**src/sv/mpbc_fifo.sv**
```systemverilog
// Small register queue between the front end and the channel unit.
// Generic over width and depth; no package dependency.
module mpbc_fifo #(
  parameter int unsigned WIDTH = 35,
  parameter int unsigned DEPTH = 4
) (
  input  logic             clk,
  input  logic             rst,
  input  logic             push,
  input  logic [WIDTH-1:0] wdata,
  output logic             full,
  input  logic             pop,
  output logic [WIDTH-1:0] rdata,
  output logic             valid
);

  localparam int unsigned PTR_W = (DEPTH > 1) ? $clog2(DEPTH) : 1;
  localparam int unsigned CNT_W = $clog2(DEPTH + 1);
  localparam logic [PTR_W-1:0] LAST = PTR_W'(DEPTH - 1);

  logic [WIDTH-1:0] mem [DEPTH];
  logic [PTR_W-1:0] wptr, rptr;
  logic [CNT_W-1:0] count;
  logic             do_push, do_pop;

  assign full    = (count == CNT_W'(DEPTH));
  assign valid   = (count != '0);
  assign do_push = push && !full;
  assign do_pop  = pop && valid;
  assign rdata   = mem[rptr];

  always_ff @(posedge clk) begin
    if (do_push) begin
      mem[wptr] <= wdata;
    end
  end

  always_ff @(posedge clk) begin
    if (rst) begin
      wptr  <= '0;
      rptr  <= '0;
      count <= '0;
    end else begin
      if (do_push) begin
        wptr <= (wptr == LAST) ? '0 : wptr + PTR_W'(1);
      end
      if (do_pop) begin
        rptr <= (rptr == LAST) ? '0 : rptr + PTR_W'(1);
      end
      if (do_push && !do_pop) begin
        count <= count + CNT_W'(1);
      end else if (do_pop && !do_push) begin
        count <= count - CNT_W'(1);
      end
    end
  end

  a_no_push_full: assert property (@(posedge clk) disable iff (rst)
    full |-> !push)
    else $error("pixel pushed into a full queue");

  a_count_bound: assert property (@(posedge clk) disable iff (rst)
    count <= CNT_W'(DEPTH))
    else $error("queue count beyond depth");

endmodule

```
**config.mk**
```make
export PLATFORM = sky130hd
export DESIGN_NAME = mpbc_fifo
export DESIGN_NICKNAME = d
export VERILOG_FILES = /design/src/sv/mpbc_fifo.sv
export SDC_FILE = /design/constraint.sdc
export NUM_CORES = 1
export LEC_CHECK = 0
export BUFFER_PORTS_ARGS = -buffer_cell sky130_fd_sc_hd__buf_2
export CORE_MARGIN = 2
export CORE_UTILIZATION = 25
export CTS_CLUSTER_DIAMETER = 30
export DETAILED_ROUTE_END_ITERATION = 12
export PLACE_DENSITY_LB_ADDON = 0.25
export REMOVE_ABC_BUFFERS = 1
export SYNTH_ARGS = -nofsm -noshare
export SYNTH_HDL_FRONTEND = slang
export SYNTH_SLANG_ARGS = --single-unit
```
**constraint.sdc**
```tcl
create_clock -name clk -period 2.5 [get_ports clk]
set_input_delay 0.625 -clock clk [delete_from_list [all_inputs] [get_ports clk]]
set_output_delay 0.625 -clock clk [all_outputs]
set_load 0.03 [all_outputs]
```
Yosys cells after proc, flatten, opt, wreduce, memory -nomap -nowiden
Memory sizes are Yosys's and may differ from the RTL's. A register that Yosys moved wholly into a read port is not among the register bits.
Index checks and enable logic that the tools add are counted.

storage, ports and cells
  register bits = 7
  bits in writable memories = 140
  bits of input ports = 39
  output and inout bits = 37
  logic and storage cells = 28
  memories kept = 1

memories
  name  words  width  rd ports  clocked after Yosys merged registers in  write ports  RTL line  source
  mem   4      35     1         1                                        1            21        logic [WIDTH-1:0] mem [DEPTH];

operators by class
  add/subtract/negate cells = 4
  eq/ne operators = 3
  mux-type cells = 8
  reductions and logical operators = 9

operator list
  kind                                                                count
  2-bit 2-to-1 mux                                                    4
  3-bit 2-to-1 mux                                                    2
  2-bit by 1-bit adder with 2-bit output, second input constant       2
  2-bit equality test, second input constant                          2
  1-bit logical AND                                                   4
  3-bit by 1-bit adder with 3-bit output, second input constant       1
  3-bit equality test, second input constant                          1
  1-bit logical NOT                                                   3
  3-bit nonzero test                                                  1
  3-bit by 1-bit subtractor with 3-bit output, second input constant  1
  1-bit 2-to-1 mux                                                    2
  2-bit nonzero test                                                  1

Depth between registers and ports, before layout
  word-level depth = 7
  gate-level depth with buffers = 10
  depth with buffers taken out = 9

Worst setup path before layout
OpenSTA, ideal clock, no wires.

  kind = in2reg
  start = input push
  end = register count[2]
  library setup time = 0.070 ns
  data arrival time = 2.085 ns
  required time = 2.430 ns
  slack = 0.345 ns
  stages = 8
  buffers on the path = 0
  path through = bufinv_8 -> nor2_2 -> ha_1 -> inv_1 -> fa_1 -> xor2_1 -> or3_1 -> a21oi_1

on the way
  word-level cells in the longest chain between the ends = 4
  elaborated cells on any way between the ends = 6
  classes of those cells = mux: 1; reduce/logical: 5

ends and longest elaborated chain
  what                                 RTL line  source
  from (decl)                          9         input logic push,
  1-bit logical AND *                  28        assign do_push = push && !full;
  net do_push                          24        logic do_push, do_pop;
  1-bit logical NOT                    52        end else if (do_pop && !do_push) begin
  1-bit logical AND                    52
  2-bit nonzero test (no source line)  -
  to (signal assigned)                 51        count <= count + CNT_W'(1);
  to (signal assigned)                 53        count <= count - CNT_W'(1);
  to (decl)                            23        logic [CNT_W-1:0] count;

The timed path passes the listed nets; every way through them passes the cells marked *.
A chain may end at the register's enable or synchronous reset.

==> flow_summary_export.csv <==
group,metric,value,unit
status,outcome,"finished, final reports clean",
clock_network,ctsHoldBuffers,0,
critical_path,cp_max_fo,17,
floorplanning,num_io_pins,76,
clock_network,post-cts-setup-buffers,0,
hold_path,hp-class,"primary input to register",
hold_path,hold_start,"wdata[5]",
critical_path,slowest_delay,530,ps
sta,timing.fmax,416,MHz
clock_network,clock_sinks,149,
cells_and_area,fin_nets,366,
clock_network,clk_latency,420,ps
global_routing,antenna_found_initial,0,
logic_synthesis,syn_area_per_cell,23.8,µm²
logic_synthesis,ys_top_cells_by_area,"edfxtp_1 (76%), mux4_2 (14%), dfxtp_1 (3.2%), ha_1 (1.4%), buf_6 (0.81%)",
global_routing,grt_pass1_vias,2748,
critical_path,path_cells,"clkbuf_16, mux4_2, buf_4",
global_routing,grt_pass1_wl,15900,µm
placement,routabilityCongestion,0.734,
hold_path,hold_end,"mem[0][5]",
cells_and_area,syn_to_final_growth,24.8,%
cells_and_area,final_area,6930,µm²
logic_synthesis,ys_ff_latch,149,
power,total_power,7.51,mW
placement,io_buffers,75,
route,routedWlPerCell,17.3,µm
critical_path,reg2reg_depth,9,
critical_path,arrival,1780,ps
critical_path,cp_data_required_time,1880,ps
sta,clock_skew,8.82,ps
global_routing,globalRouteOverflowTotal,0,
cells_and_area,finalNonFillerCells,614,
cells_and_area,post_route_cells_drive_above_1_share,45.3,%
route,vias,2543,
floorplanning,rows,54,
clock_network,cts.clk_slew.worst_paths,60,ps
critical_path,reg2reg_from,"count[0]",
global_routing,grt_usage,9.28,%
power,p_leak,2.34,nW
sta,rsz0062_at_grt,"false",
sta,slew_headroom,30.6,%
placement,dp_hpwl,5890,µm
logic_synthesis,syn_area,5560,µm²
floorplanning,die_w,153,µm
logic_synthesis,yosysWarnings,0,
floorplanning,core,21800,µm²
critical_path,r2r-end,"count[2]",
power,pwr_density_cell,1080,nW/µm²
logic_synthesis,yosys.area.top_type,"edfxtp_1",
run,cap_violations,0,
clock_network,clockBufferDepth,2,
route,dr.pass1.iters,4,
placement,pre_cts_slack,59.5,ps
sta,tightestPinTransition,1040,ps
route,via_per_inst,4.14,
global_routing,grt_max_degree,36,
critical_path,crit_type,"register to output port",
critical_path,endpoint_kind,"output port",
sta,setup_ws,97.2,ps
route,drc,0,
floorplanning,die_area,23400,µm²
logic_synthesis,seq_area_frac_synth,78.9,%
sta,post-route-period-util,96.1,%
placement,placed_area,6260,µm²
sta,setup_viol,0,
placement,dp.cells,580,
critical_path,cp_slowest_cell,"mux4_2",
logic_synthesis,syn-instance-count,233,
clock_network,htree_levels,4,
power,ir_worst_vdd,0.521,mV
route,ant_nets,0,
sta,hold_violations,0,
floorplanning,initial_core_util,25.5,%
sta,holdWs,419,ps
route,dr.first_iter.drc_count,96,
sta,final_max_slew_viol_count,0,
sta,post-route-min-period,2400,ps
route,routed_wl,10600,µm
critical_path,r2r_setup_slack,210,ps
clock_network,root_buffer,"clkbuf_16",
clock_network,numCtsBuffers,17,
floorplanning,die_h,153,µm
logic_synthesis,ys_types,26,
critical_path,start_kind,"register",
hold_path,hold_path_depth,1,
clock_network,cts_tree,"yes",
logic_synthesis,yosysTopAreaCellShare,75.7,%
## flip-flops by register name (all words and copies together), names as in the netlist, named ones only
register	flops
mem	140
wptr	2
count	3
rptr	2
## cells in the mapped netlist
| library cell | n |
|---|---|
| inv_1 | 3 |
| nor2_2 | 1 |
| and3_1 | 4 |
| or3_1 | 3 |
| or3b_1 | 1 |
| buf_2 | 3 |
| nand2_1 | 1 |
| o21ai_1 | 1 |
| edfxtp_1 | 140 |
| clkbuf_1 | 2 |
| xor2_1 | 2 |
| nor2_1 | 3 |
| mux2i_1 | 2 |
| buf_6 | 4 |
| buf_4 | 1 |
| o21ai_0 | 1 |
| nor3_1 | 1 |
| bufinv_8 | 1 |
| fa_1 | 1 |
| o31ai_2 | 2 |
| dfxtp_1 | 9 |
| ha_1 | 6 |
| mux4_2 | 35 |
| clkinv_4 | 1 |
| a21oi_1 | 3 |
| nand3_1 | 2 |
## worst max path at each step
stage / from / endpoint / slack, ps / cells after the start
after CTS: register / rdata[4] / -2 / 3
final: register / rdata[20] / 100 / 3
after global routing: register / rdata[25] / 20 / 3
after global placement: push / count[2] / 150 / 9
after detailed placement: push / count[2] / 60 / 9
after floorplan: register / rdata[0] / -450 / 1
## power by group
part	switching [mW]	total, mW	internal (mW)
Clock	0.936	2.50	1.56
Combinational	1.13	1.89	0.753
Sequential	0.0917	3.12	3.03
## cells by family after synthesis
family	count (synthesis)	synth area share, %
buf+inv	15	2.03
xor+xnor	2	0.315
mux	37	14.5
simple gates	16	1.60
fa+ha+maj	7	1.71
flops	149	78.9
compound gates	7	0.900
## stage by stage
stage | utilization [%] | setup TNS [ps]
after floorplan | - | -15870
after global placement | 28.7 | 0
after detailed placement | 28.7 | 0
after CTS | 31.6 | -1.74
after global routing | 31.8 | 0
final | 31.8 | 0
## layer usage
metal / GRT usage, % / vias to the layer above / part of all wire (%) / wire, µm
met1: 11.0 / 1316 / 43 / 4550
met2: 14.7 / 64 / 49 / 5190
li1: - / 1150 / - / -
met4: 3.84 / 0 / 1.6 / 174
met5: 0 / - / 0 / 0
met3: 4.25 / 13 / 6.7 / 707
## timing repair
item | in CTS | in global routing
gates cloned | 0 | 1
gates resized for setup | 16 | 0
setup endpoints to repair | 15 | 35
pin swaps | 0 | 0
## layout by cell type (no fill, tap or decap)
cell type	count
a21oi_1	3
and3_2	4
buf_12	1
buf_16	1
buf_2	65
buf_4	5
buf_6	5
bufinv_8	1
clkbuf_1	5
clkbuf_16	22
clkbuf_8	2
clkinv_2	1
clkinv_4	2
dfxtp_1	7
dfxtp_2	1
dfxtp_4	1
diode_2	1
edfxtp_1	140
fa_1	1
ha_1	6
inv_1	3
inv_4	2
mux2i_1	2
mux4_2	35
nand2_1	1
nand3_1	2
nor2_1	3
nor2_2	1
nor3_1	1
o21ai_0	1
o21ai_1	1
o31ai_2	2
or3_1	3
or3b_1	1
xor2_1	2
## cell type report
class / instances / area [µm²]
fillers: 2123 / 14900
flip-flops and latches: 149 / 4390
multi-input cells: 69 / 1060
clock buffers: 28 / 572
repair buffers: 78 / 492
well taps: 280 / 350
inverters: 5 / 37.5
clock inverters: 4 / 26.3
diodes: 1 / 2.50
## worst max-delay path, delay by kind of cell (launching register included)
family                 cells  cell delay, ps
buffers and inverters      2             430
DFF                        1             390
muxes                      1             530
No activity file was read; power rests on OpenSTA's default activity.
