==> src/sv/mpbc_pkg.sv <==
// Shared types, register indexes and small helper functions for the masked
// pixel to BGRA converter. No dependencies.
package mpbc_pkg;

  localparam int unsigned QUEUE_DEPTH = 4;
  localparam int unsigned CFG_INDEX_W = 4;
  localparam int unsigned NUM_CHAN    = 3;

  // Channel slots, in output order.
  localparam int unsigned CH_BLUE  = 0;
  localparam int unsigned CH_GREEN = 1;
  localparam int unsigned CH_RED   = 2;

  // Register indexes on the configuration port.
  localparam logic [CFG_INDEX_W-1:0] REG_RED_MASK   = 4'd0;
  localparam logic [CFG_INDEX_W-1:0] REG_GREEN_MASK = 4'd1;
  localparam logic [CFG_INDEX_W-1:0] REG_BLUE_MASK  = 4'd2;
  localparam logic [CFG_INDEX_W-1:0] REG_BITS       = 4'd3;
  localparam logic [CFG_INDEX_W-1:0] REG_PAD        = 4'd4;
  localparam logic [CFG_INDEX_W-1:0] REG_WIDTH      = 4'd5;
  localparam logic [CFG_INDEX_W-1:0] REG_HEIGHT     = 4'd6;
  localparam logic [CFG_INDEX_W-1:0] REG_MSB_FIRST  = 4'd7;

  typedef enum logic [1:0] {
    SU_IDLE,
    SU_LOAD,
    SU_SCAN,
    SU_DONE
  } setup_state_t;

  typedef enum logic [1:0] {
    CM_ZERO,
    CM_TOP,
    CM_UNIT,
    CM_SCALE
  } chan_mode_t;

  // Frame geometry seen by the byte front end.
  typedef struct packed {
    logic [2:0]  bpp;
    logic [18:0] stride;
    logic [15:0] width;
    logic [16:0] rows;
    logic        msb_first;
  } frame_cfg_t;

  // Per-channel extraction setup.
  typedef struct packed {
    logic [31:0] mask;
    logic [5:0]  w;
    logic [4:0]  shift;
    logic [4:0]  top_shift;
    logic [30:0] recip;
  } chan_cfg_t;

  // One assembled pixel on its way to the channel unit.
  typedef struct packed {
    logic [31:0] pixel;
    logic        has_alpha;
    logic        row_end;
    logic        frame_end;
  } pixel_t;

  function automatic logic [2:0] pixel_byte_count(input logic [5:0] bits);
    logic [6:0] sum;
    begin
      sum = {1'b0, bits} + 7'd7;
      if (bits == 6'd0) begin
        pixel_byte_count = 3'd1;
      end else if (bits > 6'd32) begin
        pixel_byte_count = 3'd4;
      end else begin
        pixel_byte_count = sum[5:3];
      end
    end
  endfunction

  // floor(2^32 / (2^w - 1)) for the widths that need scaling.
  function automatic logic [30:0] recip_of(input logic [5:0] w);
    begin
      case (w)
        6'd2:    recip_of = 31'd1431655765;
        6'd3:    recip_of = 31'd613566756;
        6'd4:    recip_of = 31'd286331153;
        6'd5:    recip_of = 31'd138547332;
        6'd6:    recip_of = 31'd68174084;
        6'd7:    recip_of = 31'd33818640;
        default: recip_of = 31'd0;
      endcase
    end
  endfunction

  function automatic chan_mode_t mode_of(input logic [5:0] w);
    begin
      if (w == 6'd0) begin
        mode_of = CM_ZERO;
      end else if (w >= 6'd8) begin
        mode_of = CM_TOP;
      end else if (w == 6'd1) begin
        mode_of = CM_UNIT;
      end else begin
        mode_of = CM_SCALE;
      end
    end
  endfunction

endpackage

==> src/sv/mpbc_front.sv <==
// Byte front end: assembles pixels, tracks row and frame position, drops
// padding and pushes finished pixels into the queue. Uses mpbc_pkg.
module mpbc_front (
  input  logic                 clk,
  input  logic                 rst,
  input  logic                 s_tvalid,
  output logic                 s_tready,
  input  logic [7:0]           s_tdata,   // [7:0] data_byte
  input  logic                 busy,
  input  mpbc_pkg::frame_cfg_t fcfg,
  input  logic                 q_full,
  output logic                 push,
  output mpbc_pkg::pixel_t     push_data
);

  logic [31:0] acc, acc_next;
  logic [1:0]  bip, bip_next;
  logic [18:0] bir, bir_next;
  logic [15:0] col, col_next;
  logic [15:0] row, row_next;

  logic        accept, step;
  logic        last_row, in_pix, pix_done, rend, row_wrap;
  logic [31:0] acc_base, acc_asm;

  assign s_tready = !busy && !q_full;
  assign accept   = s_tvalid && s_tready;
  assign step     = accept && (fcfg.width != 16'd0);

  always_comb begin
    last_row = ({1'b0, row} + 17'd1) >= fcfg.rows;
    in_pix   = col < fcfg.width;
    acc_base = (bip == 2'd0) ? 32'd0 : acc;
    if (fcfg.msb_first) begin
      acc_asm = {acc_base[23:0], s_tdata};
    end else begin
      acc_asm = acc_base | ({24'd0, s_tdata} << {bip, 3'b000});
    end
    pix_done = ({1'b0, bip} + 3'd1) >= fcfg.bpp;
    rend     = ({1'b0, col} + 17'd1) == {1'b0, fcfg.width};
    row_wrap = ({1'b0, bir} + 20'd1) >= {1'b0, fcfg.stride};

    acc_next = acc;
    bip_next = bip;
    col_next = col;
    row_next = row;
    if (in_pix) begin
      acc_next = acc_asm;
      if (pix_done) begin
        bip_next = 2'd0;
        col_next = col + 16'd1;
      end else begin
        bip_next = bip + 2'd1;
      end
    end
    // End of stride: drop any partial pixel and move to the next row.
    if (row_wrap) begin
      bir_next = 19'd0;
      col_next = 16'd0;
      bip_next = 2'd0;
      row_next = last_row ? 16'd0 : row + 16'd1;
    end else begin
      bir_next = bir + 19'd1;
    end
  end

  always_ff @(posedge clk) begin
    if (rst) begin
      acc <= 32'd0;
      bip <= 2'd0;
      bir <= 19'd0;
      col <= 16'd0;
      row <= 16'd0;
    end else if (step) begin
      acc <= acc_next;
      bip <= bip_next;
      bir <= bir_next;
      col <= col_next;
      row <= row_next;
    end
  end

  assign push                = step && in_pix && pix_done;
  assign push_data.pixel     = acc_asm;
  assign push_data.has_alpha = (fcfg.bpp >= 3'd4);
  assign push_data.row_end   = rend;
  assign push_data.frame_end = rend && last_row;

  a_no_accept_busy: assert property (@(posedge clk) disable iff (rst)
    accept |-> !busy)
    else $error("byte accepted while setup still running");

endmodule

==> config.mk <==
export PLATFORM = sky130hd
export DESIGN_NAME = mpbc_front
export DESIGN_NICKNAME = d
export VERILOG_FILES = /design/src/sv/mpbc_pkg.sv /design/src/sv/mpbc_front.sv
export SDC_FILE = /design/constraint.sdc
export NUM_CORES = 1
export LEC_CHECK = 0
export BUFFER_PORTS_ARGS = -buffer_cell sky130_fd_sc_hd__clkbuf_2
export CAP_MARGIN = 20
export CORE_MARGIN = 8
export CORE_UTILIZATION = 40
export DETAILED_ROUTE_END_ITERATION = 10
export GPL_TIMING_DRIVEN = 0
export PLACE_DENSITY = 0.72
export SETUP_SLACK_MARGIN = 0.3
export SYNTH_ARGS = -nofsm -noshare
export SYNTH_HDL_FRONTEND = slang
export SYNTH_SLANG_ARGS = --single-unit
==> constraint.sdc <==
create_clock -name clk -period 4.2 [get_ports clk]
set_clock_uncertainty 0.1 [all_clocks]
set_input_delay 0.21 -clock clk [delete_from_list [all_inputs] [get_ports clk]]
set_output_delay 0.21 -clock clk [all_outputs]
set_load 0.005 [all_outputs]
=== After elaboration in Yosys (flattened, before gate mapping) ===
Index checks and enable logic that the tools add are counted.

* Bits in registers: 85
* Input port bits: 69
* Word-level logic and storage cells: 47
* Output and inout bits: 37

* Shifts and indexed selects: 1
* Equality and inequality tests: 1
* $lt $le $gt $ge: 5
* Reduce and logical (&&, ||, !) cells: 16
* Mux-type cells: 10
* Bitwise operators: 1
* Add/sub/neg operators: 8

{| class="wikitable"
|+ Operators with widths
! cell !! count
|-
| $mux W16 || 4
|-
| $mux W32 || 2
|-
| $add A16 B1 Y17 const B || 2
|-
| $add A16 B1 Y16 const B || 2
|-
| $or A32 B32 Y32 || 1
|-
| $shl A8 B5 Y32 || 1
|-
| $add A19 B1 Y20 const B || 1
|-
| $ge A20 B19 Y1 || 1
|-
| $add A19 B1 Y19 const B || 1
|-
| $mux W19 || 1
|-
| $eq A17 B16 Y1 || 1
|-
| $ge A17 B17 Y1 || 1
|-
| $lt A16 B16 Y1 || 1
|-
| $reduce_bool A16 Y1 || 1
|-
| $logic_and A1 B1 Y1 || 6
|-
| $mux W2 || 3
|-
| $reduce_and A2 Y1 || 3
|-
| $reduce_bool A2 Y1 || 2
|-
| $add A2 B1 Y3 const B || 1
|-
| $ge A3 B3 Y1 || 1
|-
| $ge A3 B3 Y1 const B || 1
|-
| $reduce_and A3 Y1 || 1
|-
| $add A2 B1 Y2 const B || 1
|-
| $logic_not A1 Y1 || 2
|-
| $logic_not A2 Y1 || 1
|}

=== Depth between registers and ports, before layout ===
* Depth after elaboration: 6
* Depth in mapped cells: 17
* Mapped depth without buffers: 13

=== Least setup slack after synthesis ===
OpenSTA, ideal clock, no wires.

* Kind: register -> register
* From: register bir[0]
* To: register col[14]
* Clock period less this slack: 3.735 ns
* Path slack: 0.465 ns
* Data arrival time: 3.503 ns
* Stages on the path, launching flop included: 18
* Data required time: 3.968 ns
* Cells stage by stage: dfxtp_1 ha_1 nand3_1 or2_2 clkbuf_1 nor2_1 and3_1 xor2_1 ha_1 nand3_1 or3_1 or2_0 o221a_2 buf_2 buf_4 buf_6 o2111ai_1 o21ai_0

* Longest elaborated chain between the ends: 4
* Elaborated cells between the ends (all ways): 6
* Classes of those cells: 1 x add/sub; 1 x order compare; 1 x mux; 3 x reduce/logical

{| class="wikitable"
|+ RTL lines
! element !! line !! RTL
|-
| start: declaration || mpbc_front.sv:18 || <nowiki>logic [18:0] bir, bir_next;</nowiki>
|-
| start signal: assignment || mpbc_front.sv:77 || <nowiki>bir <= bir_next;</nowiki>
|-
| $add A19 B1 Y20 (*) || mpbc_front.sv:41 || <nowiki>row_wrap = ({1'b0, bir} + 20'd1) >= {1'b0, fcfg.stride};</nowiki>
|-
| $ge A20 B19 Y1 (*) || mpbc_front.sv:41 ||
|-
| $reduce_bool A2 Y1 (no line) || n/a ||
|-
| $reduce_and A3 Y1 (no line) || n/a ||
|-
| end signal: assignment || mpbc_front.sv:78 || <nowiki>col <= col_next;</nowiki>
|-
| end: declaration || mpbc_front.sv:19 || <nowiki>logic [15:0] col, col_next;</nowiki>
|}

Mark *: on every way between the ends. The rest lies on a longest branch, timed or not.
A chain may end at the register's enable or synchronous reset.

=== Worst setup path in the final report ===
* From: register bir[12]
* To: register row[14]

* Longest elaborated chain between the ends: 3

{| class="wikitable"
|+ RTL lines
! element !! line !! RTL
|-
| $add A19 B1 Y20 || mpbc_front.sv:41 ||
|-
| $ge A20 B19 Y1 || mpbc_front.sv:41 ||
|-
| $reduce_and A2 Y1 (no line) || n/a ||
|-
| end signal: assignment || mpbc_front.sv:79 || <nowiki>row <= row_next;</nowiki>
|-
| end: declaration || mpbc_front.sv:20 || <nowiki>logic [15:0] row, row_next;</nowiki>
|}

No other way between the ends.

==> impl_results.md <==
- Status: finished, final reports clean
- Layout area overhead: 20.3%
- Area leader, netlist: dfxtp_1
- Pleak: 3.66 nW
- Core Area: 17,000 um^2
- Kind of cell adding the most delay to the critical path: simple AND/OR/NAND/NOR gates
- RSZ-0062 raised after global routing: yes
- Critical Path Source Type: flop
- Final Wtd Congestion: 0.907
- Mapped Area: 6850 um^2
- First-pass GRT wire length: 33,300 um
- F_max: 264 MHz
- Syn. warnings: 0
- GRT Util Overall: 18.5%
- Met1 WL: 9200 um
- Worst min-delay path startpoint: s_tdata[1]
- Storage element area: 1730 um^2
- Post-Synth Adder-Cell Area: 11.0%
- Met2 WL: 9690 um
- Crit path depth: 14
- Die height: 147 um
- Clock tree buffer depth: 2
- Sum Neg Setup Slack: 0 ns
- Root buf cell: clkbuf_16
- Synth Area in Compound Gates: 18.2%
- Period utilization: 90.0%
- Final instance area: 8230 um^2
- Worst Setup SP: bir[12]
- Top cell type's share of synthesized area: 24.9%
- Die Wd: 147 um
- Synth cell types: 64
- Fillers: 1,658
- Routed len/inst: 16.2 um
- Synthesized area per cell: 7.42 um^2
- Post-CTS Hold Fix Bufs: 0
- Clock latency on the worst-skew pair: 0.35 ns
- PwrDens: 236 nW/um^2
- Yosys reg bits: 85
- Slew Limit Fails: 0
- Die area: 21,600 um^2
- Crit path largest cell delay: 0.53 ns
- Worst VDD drop: 187 uV
- CP Capture Type: flop
- Final Hold Viols: 0
- Synth top area cells: dfxtp_1 (25%), ha_1 (11%), nor2_1 (5.8%)
- Detail Route met3 WL: 1510 um
- XOR/XNOR share of the synthesized area: 7.29%
- Area of the multi-input gates: 4680 um^2
- CTS buffer count: 9
- # clock sinks: 85
- Post-synthesis simple-gate area fraction: 26.3%
- Slew @ Worst Pin: 1.01 ns
- Top Layer Used: met4
- Critical Path End: row[14]
- Num ports: 106
- Max-Cap Viols: 0
- Reg2reg start: bir[12]
- Clock transition at path regs: 0.07 ns
- Drt total wl: 20,700 um
- Vias in the first global route: 6,677
- CP max-delay cell: or4_1
- HPWL after DPL: 15,600 um
- 1st-pass router iterations: 5
- Vias: 7,169
- DP Area: 7640 um^2
- GRT overflow: 0
- Critical Path Fanout Max: 10
- DRC viols: 0
- EDFF count, synth: 0
- Worst Path Buf+Inv: 2
- Final Setup Violations: 0
- Nets: 1,179
- Post-synthesis cell count: 922
- Row count: 48
- WS Path Type: reg -> reg
- Remaining antenna violation count after routing: 0
- Antenna violations before repair: 0
- Hold Crit Class: in -> reg
- CP arrival: 3.89 ns
- R2R depth: 14
- DR iter-0 viols: 570
- DR vias/cell: 5.60
- CTS HTree Levels: 3
- Relative slew slack: 32.2%
- CTS tree: done
- Synth async-reset ratio: 0%
- Post-synthesis sequential area ratio: 24.9%
- # diodes: 0
- Main synth FF type: dfxtp_1
- Largest family of logic cells by synthesized area: simple AND/OR/NAND/NOR gates
- Starting Density: 40.3%
- Port Buf Inserts: 103
- R2R setup slack: 0.42 ns
- Syn Nets: 1,051
- Data required, critical path: 4.31 ns
- Fraction of layout cells with a size suffix above 1: 19.8%
- Worst-path cell chain: nand2_1 > or4_1 > nor2_2 > and3_1 > xor2_1 > ha_1 > nand3_1 > or3_4 > or2_0 > o221a_2 > clkbuf_4 > buf_2 > o21ai_0 > a31oi_1
- Post-layout min period: 3.78 ns
- Largest net degree at the start of global routing: 17
- FF-to-FF End: row[14]
- Mux share of post-synthesis cell area: 3.82%
-- cell usage after synthesis, types with 5 or more instances --
library cell and count:
a211oi_1 5, a21o_1 13, a21oi_1 37, a22o_1 8, a31oi_1 13, a32o_1 8, and3_1 6, buf_2 19
buf_4 5, clkbuf_1 30, dfxtp_1 85, ha_1 60, inv_1 67, mux2i_1 25, nand2_1 68, nand3_1 38
nand3b_1 5, nand4_1 37, nor2_1 106, nor2b_1 10, nor3_1 60, nor4_1 10, o2111ai_1 7, o211ai_1 11
o21ai_0 60, or3_1 8, xnor2_1 34, xor2_1 23
-- metrics by stage --
| step | utilization (%) | power [mW] | std cells | hold WS, ns | worst slack [ns] |
|---|---|---|---|---|---|
| global route | 48.4 | 2.02 | 1280 | 0.283 | 0.282 |
| detailed placement | 45.0 | 1.11 | 1250 | 0.389 | -0.191 |
| finish | 48.4 | 1.94 | 1280 | 0.253 | 0.419 |
| floorplan | - | 1.00 | 922 | 0.361 | 0.465 |
| CTS | 47.3 | 1.94 | 1270 | 0.245 | 0.305 |
| global placement | 45.0 | 1.10 | 1250 | 0.381 | -0.173 |
-- repair_timing --
item,CTS,global route
setup endpoints to repair,54,54
buffers inserted,4,10
gates resized for setup,16,44
pin swaps,4,10
-- worst register-to-register path, cell delays in order, from the launching register on --
cell and delay [ns]:
dfxtp_1 0.47, nand2_1 0.13, or4_1 0.53, nor2_2 0.15, and3_1 0.18, xor2_1 0.08, ha_1 0.30, nand3_1 0.12
or3_4 0.41, or2_0 0.24, o221a_2 0.23, clkbuf_4 0.19, buf_2 0.21, o21ai_0 0.21, a31oi_1 0.11
-- state kept, by name (all words and copies together) (netlist names) --
signal and count:
bip 2, bir 19, acc 32, col 16, row 16
-- cells in the final DEF (no fill, tap or decap), types with 8 or more instances in the layout --
master | Yosys | routed
a32o_1 | 8 | 8
nand4_1 | 37 | 37
nor3_1 | 60 | 58
mux2i_1 | 25 | 25
dfxtp_2 | 0 | 10
buf_2 | 19 | 20
a21oi_1 | 37 | 37
a31oi_1 | 13 | 13
dfxtp_1 | 85 | 72
ha_1 | 60 | 58
clkbuf_1 | 30 | 25
o21ai_0 | 60 | 59
xor2_1 | 23 | 23
a22o_1 | 8 | 8
nand3_1 | 38 | 35
nor2b_1 | 10 | 10
a21o_1 | 13 | 13
nor2_1 | 106 | 103
inv_1 | 67 | 67
xnor2_1 | 34 | 33
nand2_1 | 68 | 66
buf_4 | 5 | 17
clkbuf_16 | 0 | 9
nor4_1 | 10 | 9
o211ai_1 | 11 | 11
clkbuf_2 | 1 | 105
-- where the power goes --
part           internal [mW]  switching, mW
sequential             0.822         0.0153
clock                  0.470          0.380
combinational          0.101          0.152
-- worst min path at each step --
stage	end	slack, ns	cells past startpoint
final	acc[1]	0.25	4
after global routing	acc[1]	0.28	4
after CTS	acc[2]	0.24	4
after detailed placement	row[1]	0.39	2
after global placement	bir[1]	0.38	2
after floorplan	s_tready	0.36	1
-- cells by family (layout without fill, tap and decap cells) --
kind of cell	after synthesis	count (layout)
adders and majority gates	60	60
AOI/OAI and AO/OA	189	189
and+or+nand+nor	372	372
muxes	26	26
DFF	85	85
xor gates and xnor gates	57	57
buffers and inverters	133	266
-- per-layer routing --
layer  vias to the layer above  track usage [%]
met3                        27             3.84
met2                       267             30.4
li1                       3549                -
met5                         -                0
met4                         0             5.87
met1                      3326             23.8
-- area by class of cell --
type / count / area share (%)
multi-input combinational: 704 / 56.9
sequential: 85 / 21.0
timing repair buffer: 117 / 7.54
buffer: 65 / 4.39
tap: 225 / 3.42
inverter: 68 / 3.10
clock buffer: 9 / 2.74
clock inverter: 7 / 0.988
(Power assumes the default switching activity.)
