--- src/sv/mpbc_pkg.sv ---
// Shared types, register indexes and small helper functions for the masked
// pixel to BGRA converter. No dependencies.
package mpbc_pkg;

  localparam int unsigned QUEUE_DEPTH = 4;
  localparam int unsigned CFG_INDEX_W = 4;
  localparam int unsigned NUM_CHAN    = 3;

  // Channel slots, in output order.
  localparam int unsigned CH_BLUE  = 0;
  localparam int unsigned CH_GREEN = 1;
  localparam int unsigned CH_RED   = 2;

  // Register indexes on the configuration port.
  localparam logic [CFG_INDEX_W-1:0] REG_RED_MASK   = 4'd0;
  localparam logic [CFG_INDEX_W-1:0] REG_GREEN_MASK = 4'd1;
  localparam logic [CFG_INDEX_W-1:0] REG_BLUE_MASK  = 4'd2;
  localparam logic [CFG_INDEX_W-1:0] REG_BITS       = 4'd3;
  localparam logic [CFG_INDEX_W-1:0] REG_PAD        = 4'd4;
  localparam logic [CFG_INDEX_W-1:0] REG_WIDTH      = 4'd5;
  localparam logic [CFG_INDEX_W-1:0] REG_HEIGHT     = 4'd6;
  localparam logic [CFG_INDEX_W-1:0] REG_MSB_FIRST  = 4'd7;

  typedef enum logic [1:0] {
    SU_IDLE,
    SU_LOAD,
    SU_SCAN,
    SU_DONE
  } setup_state_t;

  typedef enum logic [1:0] {
    CM_ZERO,
    CM_TOP,
    CM_UNIT,
    CM_SCALE
  } chan_mode_t;

  // Frame geometry seen by the byte front end.
  typedef struct packed {
    logic [2:0]  bpp;
    logic [18:0] stride;
    logic [15:0] width;
    logic [16:0] rows;
    logic        msb_first;
  } frame_cfg_t;

  // Per-channel extraction setup.
  typedef struct packed {
    logic [31:0] mask;
    logic [5:0]  w;
    logic [4:0]  shift;
    logic [4:0]  top_shift;
    logic [30:0] recip;
  } chan_cfg_t;

  // One assembled pixel on its way to the channel unit.
  typedef struct packed {
    logic [31:0] pixel;
    logic        has_alpha;
    logic        row_end;
    logic        frame_end;
  } pixel_t;

  function automatic logic [2:0] pixel_byte_count(input logic [5:0] bits);
    logic [6:0] sum;
    begin
      sum = {1'b0, bits} + 7'd7;
      if (bits == 6'd0) begin
        pixel_byte_count = 3'd1;
      end else if (bits > 6'd32) begin
        pixel_byte_count = 3'd4;
      end else begin
        pixel_byte_count = sum[5:3];
      end
    end
  endfunction

  // floor(2^32 / (2^w - 1)) for the widths that need scaling.
  function automatic logic [30:0] recip_of(input logic [5:0] w);
    begin
      case (w)
        6'd2:    recip_of = 31'd1431655765;
        6'd3:    recip_of = 31'd613566756;
        6'd4:    recip_of = 31'd286331153;
        6'd5:    recip_of = 31'd138547332;
        6'd6:    recip_of = 31'd68174084;
        6'd7:    recip_of = 31'd33818640;
        default: recip_of = 31'd0;
      endcase
    end
  endfunction

  function automatic chan_mode_t mode_of(input logic [5:0] w);
    begin
      if (w == 6'd0) begin
        mode_of = CM_ZERO;
      end else if (w >= 6'd8) begin
        mode_of = CM_TOP;
      end else if (w == 6'd1) begin
        mode_of = CM_UNIT;
      end else begin
        mode_of = CM_SCALE;
      end
    end
  endfunction

endpackage

--- src/sv/mpbc_setup.sv ---
// Configuration registers and the setup sequencer that derives stride,
// channel shifts, widths and reciprocals. Uses mpbc_pkg.
module mpbc_setup (
  input  logic                               clk,
  input  logic                               rst,
  input  logic                               cfg_valid,
  output logic                               cfg_ready,
  input  logic [mpbc_pkg::CFG_INDEX_W-1:0]   cfg_index,
  input  logic [31:0]                        cfg_data,
  output logic                               busy,
  output mpbc_pkg::frame_cfg_t               fcfg,
  output mpbc_pkg::chan_cfg_t [mpbc_pkg::NUM_CHAN-1:0] ccfg
);

  mpbc_pkg::setup_state_t state, state_next;

  logic [mpbc_pkg::NUM_CHAN-1:0][31:0] masks;
  logic [5:0]  bits;
  logic [7:0]  pad;
  logic [15:0] width;
  logic [15:0] height;
  logic        msb_first;

  logic        cfg_write;
  logic        load_en, scan_en, done_en;

  logic [4:0]  bit_idx;
  logic [20:0] bits_total;
  logic [20:0] bits_shift;
  logic [7:0]  rem;
  logic [2:0]  bpp;
  logic [18:0] stride;
  logic [mpbc_pkg::NUM_CHAN-1:0][5:0] w_cnt;
  logic [mpbc_pkg::NUM_CHAN-1:0][4:0] shift;
  logic [mpbc_pkg::NUM_CHAN-1:0][4:0] top_shift;
  logic [mpbc_pkg::NUM_CHAN-1:0][30:0] recip;

  logic [2:0]  bpp_c;
  logic [17:0] width_x_bpp;
  logic [8:0]  rem_sh;
  logic [21:0] padded;

  assign cfg_ready = 1'b1;
  assign cfg_write = cfg_valid && cfg_ready;

  always_ff @(posedge clk) begin
    if (rst) begin
      masks[mpbc_pkg::CH_RED]   <= 32'h00FF_0000;
      masks[mpbc_pkg::CH_GREEN] <= 32'h0000_FF00;
      masks[mpbc_pkg::CH_BLUE]  <= 32'h0000_00FF;
      bits      <= 6'd32;
      pad       <= 8'd32;
      width     <= 16'd1;
      height    <= 16'd1;
      msb_first <= 1'b0;
    end else if (cfg_write) begin
      case (cfg_index)
        mpbc_pkg::REG_RED_MASK:   masks[mpbc_pkg::CH_RED]   <= cfg_data;
        mpbc_pkg::REG_GREEN_MASK: masks[mpbc_pkg::CH_GREEN] <= cfg_data;
        mpbc_pkg::REG_BLUE_MASK:  masks[mpbc_pkg::CH_BLUE]  <= cfg_data;
        mpbc_pkg::REG_BITS:       bits      <= cfg_data[5:0];
        mpbc_pkg::REG_PAD:        pad       <= cfg_data[7:0];
        mpbc_pkg::REG_WIDTH:      width     <= cfg_data[15:0];
        mpbc_pkg::REG_HEIGHT:     height    <= cfg_data[15:0];
        mpbc_pkg::REG_MSB_FIRST:  msb_first <= cfg_data[0];
        default: ;
      endcase
    end
  end

  // Any write restarts the derivation; reset runs it once for the defaults.
  always_ff @(posedge clk) begin
    if (rst) begin
      state <= mpbc_pkg::SU_LOAD;
    end else begin
      state <= state_next;
    end
  end

  always_comb begin
    state_next = state;
    case (state)
      mpbc_pkg::SU_IDLE: state_next = mpbc_pkg::SU_IDLE;
      mpbc_pkg::SU_LOAD: state_next = mpbc_pkg::SU_SCAN;
      mpbc_pkg::SU_SCAN: begin
        if (bit_idx == 5'd31) begin
          state_next = mpbc_pkg::SU_DONE;
        end
      end
      mpbc_pkg::SU_DONE: state_next = mpbc_pkg::SU_IDLE;
      default:           state_next = mpbc_pkg::SU_LOAD;
    endcase
    if (cfg_write) begin
      state_next = mpbc_pkg::SU_LOAD;
    end
  end

  always_comb begin
    busy    = (state != mpbc_pkg::SU_IDLE);
    load_en = (state == mpbc_pkg::SU_LOAD);
    scan_en = (state == mpbc_pkg::SU_SCAN);
    done_en = (state == mpbc_pkg::SU_DONE);
  end

  always_comb begin
    bpp_c = mpbc_pkg::pixel_byte_count(bits);
    case (bpp_c)
      3'd1:    width_x_bpp = {2'b0, width};
      3'd2:    width_x_bpp = {1'b0, width, 1'b0};
      3'd3:    width_x_bpp = {1'b0, width, 1'b0} + {2'b0, width};
      default: width_x_bpp = {width, 2'b0};
    endcase
    rem_sh = {rem, bits_shift[20]};
    if (rem == 8'd0 || pad == 8'd0) begin
      padded = {1'b0, bits_total};
    end else begin
      padded = {1'b0, bits_total} + {14'b0, pad} - {14'b0, rem};
    end
  end

  // Restoring remainder over the 21 row bits, mask bit walk over all 32 mask bits.
  always_ff @(posedge clk) begin
    if (load_en) begin
      bit_idx    <= 5'd0;
      bpp        <= bpp_c;
      bits_total <= {width_x_bpp, 3'b0};
      bits_shift <= {width_x_bpp, 3'b0};
      rem        <= 8'd0;
      for (int ch = 0; ch < mpbc_pkg::NUM_CHAN; ch++) begin
        w_cnt[ch] <= 6'd0;
        shift[ch] <= 5'd0;
      end
    end else if (scan_en) begin
      bit_idx <= bit_idx + 5'd1;
      if (bit_idx < 5'd21) begin
        bits_shift <= {bits_shift[19:0], 1'b0};
        if (rem_sh >= {1'b0, pad}) begin
          rem <= 8'(rem_sh - {1'b0, pad});
        end else begin
          rem <= rem_sh[7:0];
        end
      end
      for (int ch = 0; ch < mpbc_pkg::NUM_CHAN; ch++) begin
        if (masks[ch][bit_idx]) begin
          if (w_cnt[ch] == 6'd0) begin
            shift[ch] <= bit_idx;
          end
          w_cnt[ch] <= w_cnt[ch] + 6'd1;
        end
      end
    end else if (done_en) begin
      stride <= padded[21:3];
      for (int ch = 0; ch < mpbc_pkg::NUM_CHAN; ch++) begin
        top_shift[ch] <= 5'({1'b0, shift[ch]} + w_cnt[ch] - 6'd8);
        recip[ch]     <= mpbc_pkg::recip_of(w_cnt[ch]);
      end
    end
  end

  always_comb begin
    fcfg.bpp       = bpp;
    fcfg.stride    = stride;
    fcfg.width     = width;
    fcfg.rows      = {(height == 16'd0), height};
    fcfg.msb_first = msb_first;
    for (int ch = 0; ch < mpbc_pkg::NUM_CHAN; ch++) begin
      ccfg[ch].mask      = masks[ch];
      ccfg[ch].w         = w_cnt[ch];
      ccfg[ch].shift     = shift[ch];
      ccfg[ch].top_shift = top_shift[ch];
      ccfg[ch].recip     = recip[ch];
    end
  end

  a_scan_ends: assert property (@(posedge clk) disable iff (rst)
    (scan_en && bit_idx == 5'd31)
      |=> (state == mpbc_pkg::SU_DONE || state == mpbc_pkg::SU_LOAD))
    else $error("setup scan did not finish after the last mask bit");

endmodule

--- config.mk ---
export PLATFORM = sky130hd
export DESIGN_NAME = mpbc_setup
export DESIGN_NICKNAME = d
export VERILOG_FILES = /design/src/sv/mpbc_pkg.sv /design/src/sv/mpbc_setup.sv
export SDC_FILE = /design/constraint.sdc
export NUM_CORES = 1
export LEC_CHECK = 0
export BUFFER_PORTS_ARGS = -buffer_cell sky130_fd_sc_hd__buf_2
export CAP_MARGIN = 20
export CORE_MARGIN = 5
export CORE_UTILIZATION = 54
export CTS_CLUSTER_DIAMETER = 40
export CTS_CLUSTER_SIZE = 28
export DETAILED_ROUTE_END_ITERATION = 10
export PLACE_DENSITY = 0.86
export SYNTH_ARGS = -nofsm -noshare
export SYNTH_HDL_FRONTEND = slang
export SYNTH_SLANG_ARGS = --single-unit
--- constraint.sdc ---
create_clock -name clk -period 5.2 [get_ports clk]
set_clock_uncertainty 0.05 [all_clocks]
set_input_delay 0.26 -clock clk [delete_from_list [all_inputs] [get_ports clk]]
set_output_delay 0.26 -clock clk [all_outputs]
set_load 0.03 [all_outputs]
=== Yosys cells after proc, flatten, opt, wreduce, memory -nomap -nowiden ===
Cells that the tools add are included.

* Input port bits: 39
* Logic and storage cells: 133
* Flip-flop bits (word level): 357
* Output and inout port bits: 295

* Eq/ne operators: 33
* Multiplexer cells: 19
* Add/subtract/negate cells: 15
* Bitwise operators: 2
* Reductions and logical operators: 32
* $lt $le $gt $ge: 4

{| class="wikitable"
|+ Operators with widths
! cell !! number
|-
| one-hot mux 31 bit (6 select lines) || 3
|-
| 2-to-1 mux 21 bit || 4
|-
| equality test 6 x 3 -> 1 bit (second input constant) || 12
|-
| one-hot mux 18 bit (3 select lines) || 1
|-
| equality test 6 x 2 -> 1 bit (second input constant) || 6
|-
| AND reduction 2 bit || 13
|-
| zero test 6 bit || 4
|-
| adder 21 x 8 -> 22 bit || 1
|-
| subtractor 22 x 8 -> 22 bit || 1
|-
| adder 17 x 16 -> 18 bit || 1
|-
| adder 6 x 1 -> 6 bit (second input constant) || 3
|-
| equality test 4 x 3 -> 1 bit (second input constant) || 4
|-
| zero test 16 bit || 1
|-
| zero test 8 bit || 2
|-
| adder 5 bit || 3
|-
| binary-select mux 1 bit (select 5 bit) || 3
|-
| subtractor 5 x 4 -> 5 bit (second input constant) || 3
|-
| AND reduction 3 bit || 4
|-
| greater-or-equal comparator 9 x 8 -> 1 bit || 1
|-
| equality test 4 x 2 -> 1 bit (second input constant) || 2
|-
| 2-to-1 mux 8 bit || 1
|-
| subtractor 8 bit || 1
|-
| adder 6 x 3 -> 6 bit (second input constant) || 1
|-
| equality test 3 x 2 -> 1 bit (second input constant) || 2
|-
| other kinds (20) || 28
|}

=== Logic depth before layout (Yosys ltp) ===
* Word-level depth: 6
* Gate-level depth with buffers: 13
* Gate-level depth less buffers: 12

=== Worst setup path after synthesis ===
Ideal clock, no wire load.

* Path type: flip-flop to flip-flop
* From: reg pad[6]
* To: reg stride[17] (data pin)
* Data required time: 4.891 ns
* Setup time: 0.259 ns
* Slack: 2.288 ns
* Period minus slack after synthesis: 2.912 ns
* Data arrival time: 2.603 ns
* Path buffers: 0
* Cell stages (with the launch flop): 12
* Path through: dfxtp_1 inv_1 fa_1 inv_1 ha_1 a21o_1 a21oi_1 o21ai_0 a21o_1 a31oi_1 a21oi_1 a211o_1

* Cells in the longest elaborated chain, start to end: 3
* Elaborated cells between the ends (all ways): 5
* Classes of those cells: add/sub (2); mux (1); reduce/logical (2)

{| class="wikitable"
|+ RTL lines
! item !! line !! text
|-
| from (decl) || mpbc_setup.sv:19 || <nowiki>logic [7:0] pad;</nowiki>
|-
| from (signal assigned) || mpbc_setup.sv:62 || <nowiki>mpbc_pkg::REG_PAD: pad <= cfg_data[7:0];</nowiki>
|-
| adder 21 x 8 -> 22 bit / zero test 8 bit (equally long branches) || mpbc_setup.sv:117, mpbc_setup.sv:114 ||
|-
| subtractor 22 x 8 -> 22 bit / logical OR 1 bit (equally long branches) || mpbc_setup.sv:117, mpbc_setup.sv:114 ||
|-
| 2-to-1 mux 21 bit * || mpbc_setup.sv:114 || <nowiki>if (rem == 8'd0 || pad == 8'd0) begin</nowiki>
|-
| named net padded[20] || mpbc_setup.sv:41 || <nowiki>logic [21:0] padded;</nowiki>
|-
| to (signal assigned) || mpbc_setup.sv:152 || <nowiki>stride <= padded[21:3];</nowiki>
|-
| to (decl) || mpbc_setup.sv:32 || <nowiki>logic [18:0] stride;</nowiki>
|}

Mark *: on every way through the listed nets, which the timed path passes. The rest lies on a longest branch.
A chain may end at the register's enable or synchronous reset.

=== Worst setup path after layout ===
Ends and elaborated chain as after synthesis.

==> impl_metrics.csv <==
group,metric,value,unit
drt,final_antenna_net_count,0,
timing,grt_setup_unrepaired,"false",
synth,synth.top_cells.by_count,"342 x nand2_1, 191 x dfxtp_1, 146 x a21oi_1, 115 x edfxtp_1, 98 x nor2_1",
place,dpl.hpwl,30.1,mm
setup_path,critPathRequiredTime,5.55,ns
synth,synth.area.top_cells,"dfxtp_1 24%, edfxtp_1 22%, nand2_1 8.1%",
timing,hold_viol,0,
setup_path,cp_top_family,"compound AO/OA/AOI/OAI gates",
finish,fill_cells,2193,
setup_path,startpoint_type,"register",
floorplanning,ios,334,
pwr,p_leak,8.37,nW
synth,synth_area_leader_cell,"dfxtp_1",
floorplanning,die_h,181,um
synth,netlist_area,15900,um^2
pwr,pwr-share-seq,44.2,%
min_path,worstHoldPathType,"in2reg",
clock_tree,post_cts_buffers,0,
synth,synth_warnings,0,
clock_tree,ctsHoldBuffers,23,
setup_path,max_stage_delay,0.54,ns
setup_path,critPathBufInv,2,
synth,async_flop_share,0,%
place,placed_cells,2241,
timing,relSlewSlack,29.2,%
setup_path,path_max_fanout,5,
synth,yosysMostFrequentCell,"nand2_1",
timing,setup_viol,0,
pwr,switchingPower,1.62,mW
pwr,comb_power_share,11.4,%
drt,wl,43.5,mm
floorplanning,start_util,55.0,%
finish,nNetsFinal,2059,
global_routing,antenna_found_initial,0,
setup_path,slowest_stage,"fa_1",
global_routing,grt_pass1_wl,67.8,mm
timing,fin_crit,3.39,ns
run,cap_violations,0,
synth,synthCells,1654,
pwr,clockPowerShare,44.5,%
floorplanning,chipWidth,181,um
place,io_buffers,311,
finish,num_antenna_cells,0,
synth,synthFlopType,"dfxtp_1",
global_routing,globalRouteOverflowTotal,0,
floorplanning,core_area,28900,um^2
clock_tree,cts.sinks,306,
setup_path,worst_setup_path_end_kind,"register",
timing,slew_violations,0,
clock_tree,clockBufferDepth,3,
drt,via_per_inst,5.71,
status,status,"completed",
pwr,p_int,4.33,mW
timing,worst_slack,1.81,ns
synth,synth_edf_count,115,
global_routing,grt_max_degree,98,
clock_tree,cts-root-buf,"clkbuf_16",
floorplanning,rows,62,
clock_tree,cts_buffers,39,
finish,drive_gt1_share,21.7,%
drt,initialDrtViolationCount,1041,
setup_path,worst_ep_arrival_time,3.74,ns
clock_tree,cts.htree.levels,2,
clock_tree,clock_latency,0.54,ns
floorplanning,dieArea,32900,um^2
pwr,vdd_drop_max,227,uV
synth,synth.distinct_cells,72,
global_routing,grt_util_all_layers,24.9,%
global_routing,grt_pass1_vias,12823,
synth,yosysTopAreaCellShare,24.1,%
clock_tree,path_clk_slew,0.07,ns
finish,regArea,7280,um^2
timing,fmax,295,MHz
finish,multi_input_area,7530,um^2
timing,tightest_slew,1.06,ns
place,place_ws,1.87,ns
timing,fin_crit_sh,65.2,%
setup_path,crit_type,"reg2reg",
synth,ys_seq_area_share,45.9,%
timing,tns,0,ns
drt,drc,0,
clock_tree,postCtsResizedCells,0,
finish,fin_cells,2339,
drt,avgRoutedWirePerCell,18.6,um
finish,area_delta_synth_final,19.0,%
drt,num_vias,13356,
clock_tree,cts_tree,"done",
pwr,power_density,315,nW/um^2
pwr,p_sw_share,27.3,%
synth,ys_seq_elements,306,
place,finalWeightedCongestion,0.912,
drt,drt_pass1_iterations,5,
setup_path,crit_chain,"inv_1, fa_1, inv_1, ha_1, a21o_1, a21oi_1, o21ai_0, a21o_1, a31oi_1, a21oi_1, nor4b_1, a211o_1",
synth,synth_area_per_cell,9.60,um^2
## final cells by class
class	instances	share of cell area, %
Timing Repair Buffer	347	10.5
Sequential cell	306	38.5
Clock buffer	45	5.39
Clock inverter	26	1.34
Tap cell	384	2.54
Multi-Input combinational cell	1141	39.9
Inverter	90	1.79
## kinds of logic after synthesis
group,after synthesis,synth area share [%]
AND/OR/NAND/NOR,583,16.5
multiplexers,83,7.77
flip-flops,306,45.9
buffers and inverters,227,7.30
XOR/XNOR,56,3.09
other,2,0.0473
AO/OA/AOI/OAI,302,11.4
adder cells (fa/ha/maj),95,7.96
## worst min-delay path, delay by kind of cell
family,cells,cell delay [ns]
buffers and inverters,1,0.17
AND/OR/NAND/NOR,1,0.08
AO/OA/AOI/OAI,1,0.05
## per-layer routing
metal	global-route usage, %	vias to the layer above	part of all wire (%)
met5	0	-	0
met4	9.61	0	3.8
met3	5.66	128	10
met2	40.9	744	47
met1	32.1	6272	39
li1	-	6212	-
## final timing paths
check	cells after the start	end	startpoint	slack, ns
worst max-delay path	12	stride[17]	pad[6]	1.81
worst min-delay path	3	height[15]	cfg_data[15]	0.02
worst max register to register	12	stride[17]	pad[6]	1.81
worst min register to register	2	ccfg[71]	ccfg[71]	0.41
## cells in the final DEF (no fill, tap or decap), drive strengths merged, types with 6 or more instances in the layout
master	count
a211oi	9
a21o	22
a21oi	146
a221oi	8
a31oi	7
and2	7
and3	9
buf	323
clkbuf	46
clkinv	9
conb	22
dfxtp	191
dlygate4sd3	23
edfxtp	115
fa	10
ha	85
inv	104
mux2	15
mux2i	43
mux4	25
nand2	342
nand2b	11
nand3	12
nand3b	33
nand4	10
nor2	98
nor2b	12
nor3	10
nor3b	6
nor4	11
o21a	11
o21ai	56
or3	7
xnor2	34
xor2	22
## metrics by stage
stage	total power [mW]	util, %	area [um^2]	hold WS, ns
final	5.95	65.5	18900	0.0228
after global routing	6.15	65.5	18900	0.0169
after CTS	5.96	65.1	18800	0.00453
after detailed placement	3.32	59.9	17300	0.405
after global placement	3.29	59.8	17300	0.402
after floorplan	3.16	-	15900	0.289
## registers in the layout (all words and copies together), names as in the netlist
signal      flops
bpp             3
stride         19
bit_idx         5
bits            6
state           2
bits_shift     18
rem             8
ccfg          186
bits_total     18
width          16
msb_first       1
pad             8
height         16
## power groups by stage
stage	Combinational, mW	Sequential (mW)	Clock [mW]
after floorplan	0.420	2.74	0
after global placement	0.615	2.68	0
after detailed placement	0.638	2.68	0
after CTS	0.658	2.63	2.67
after global routing	0.729	2.64	2.79
final	0.676	2.63	2.65
Note: power is estimated with default switching activity, not from simulation.
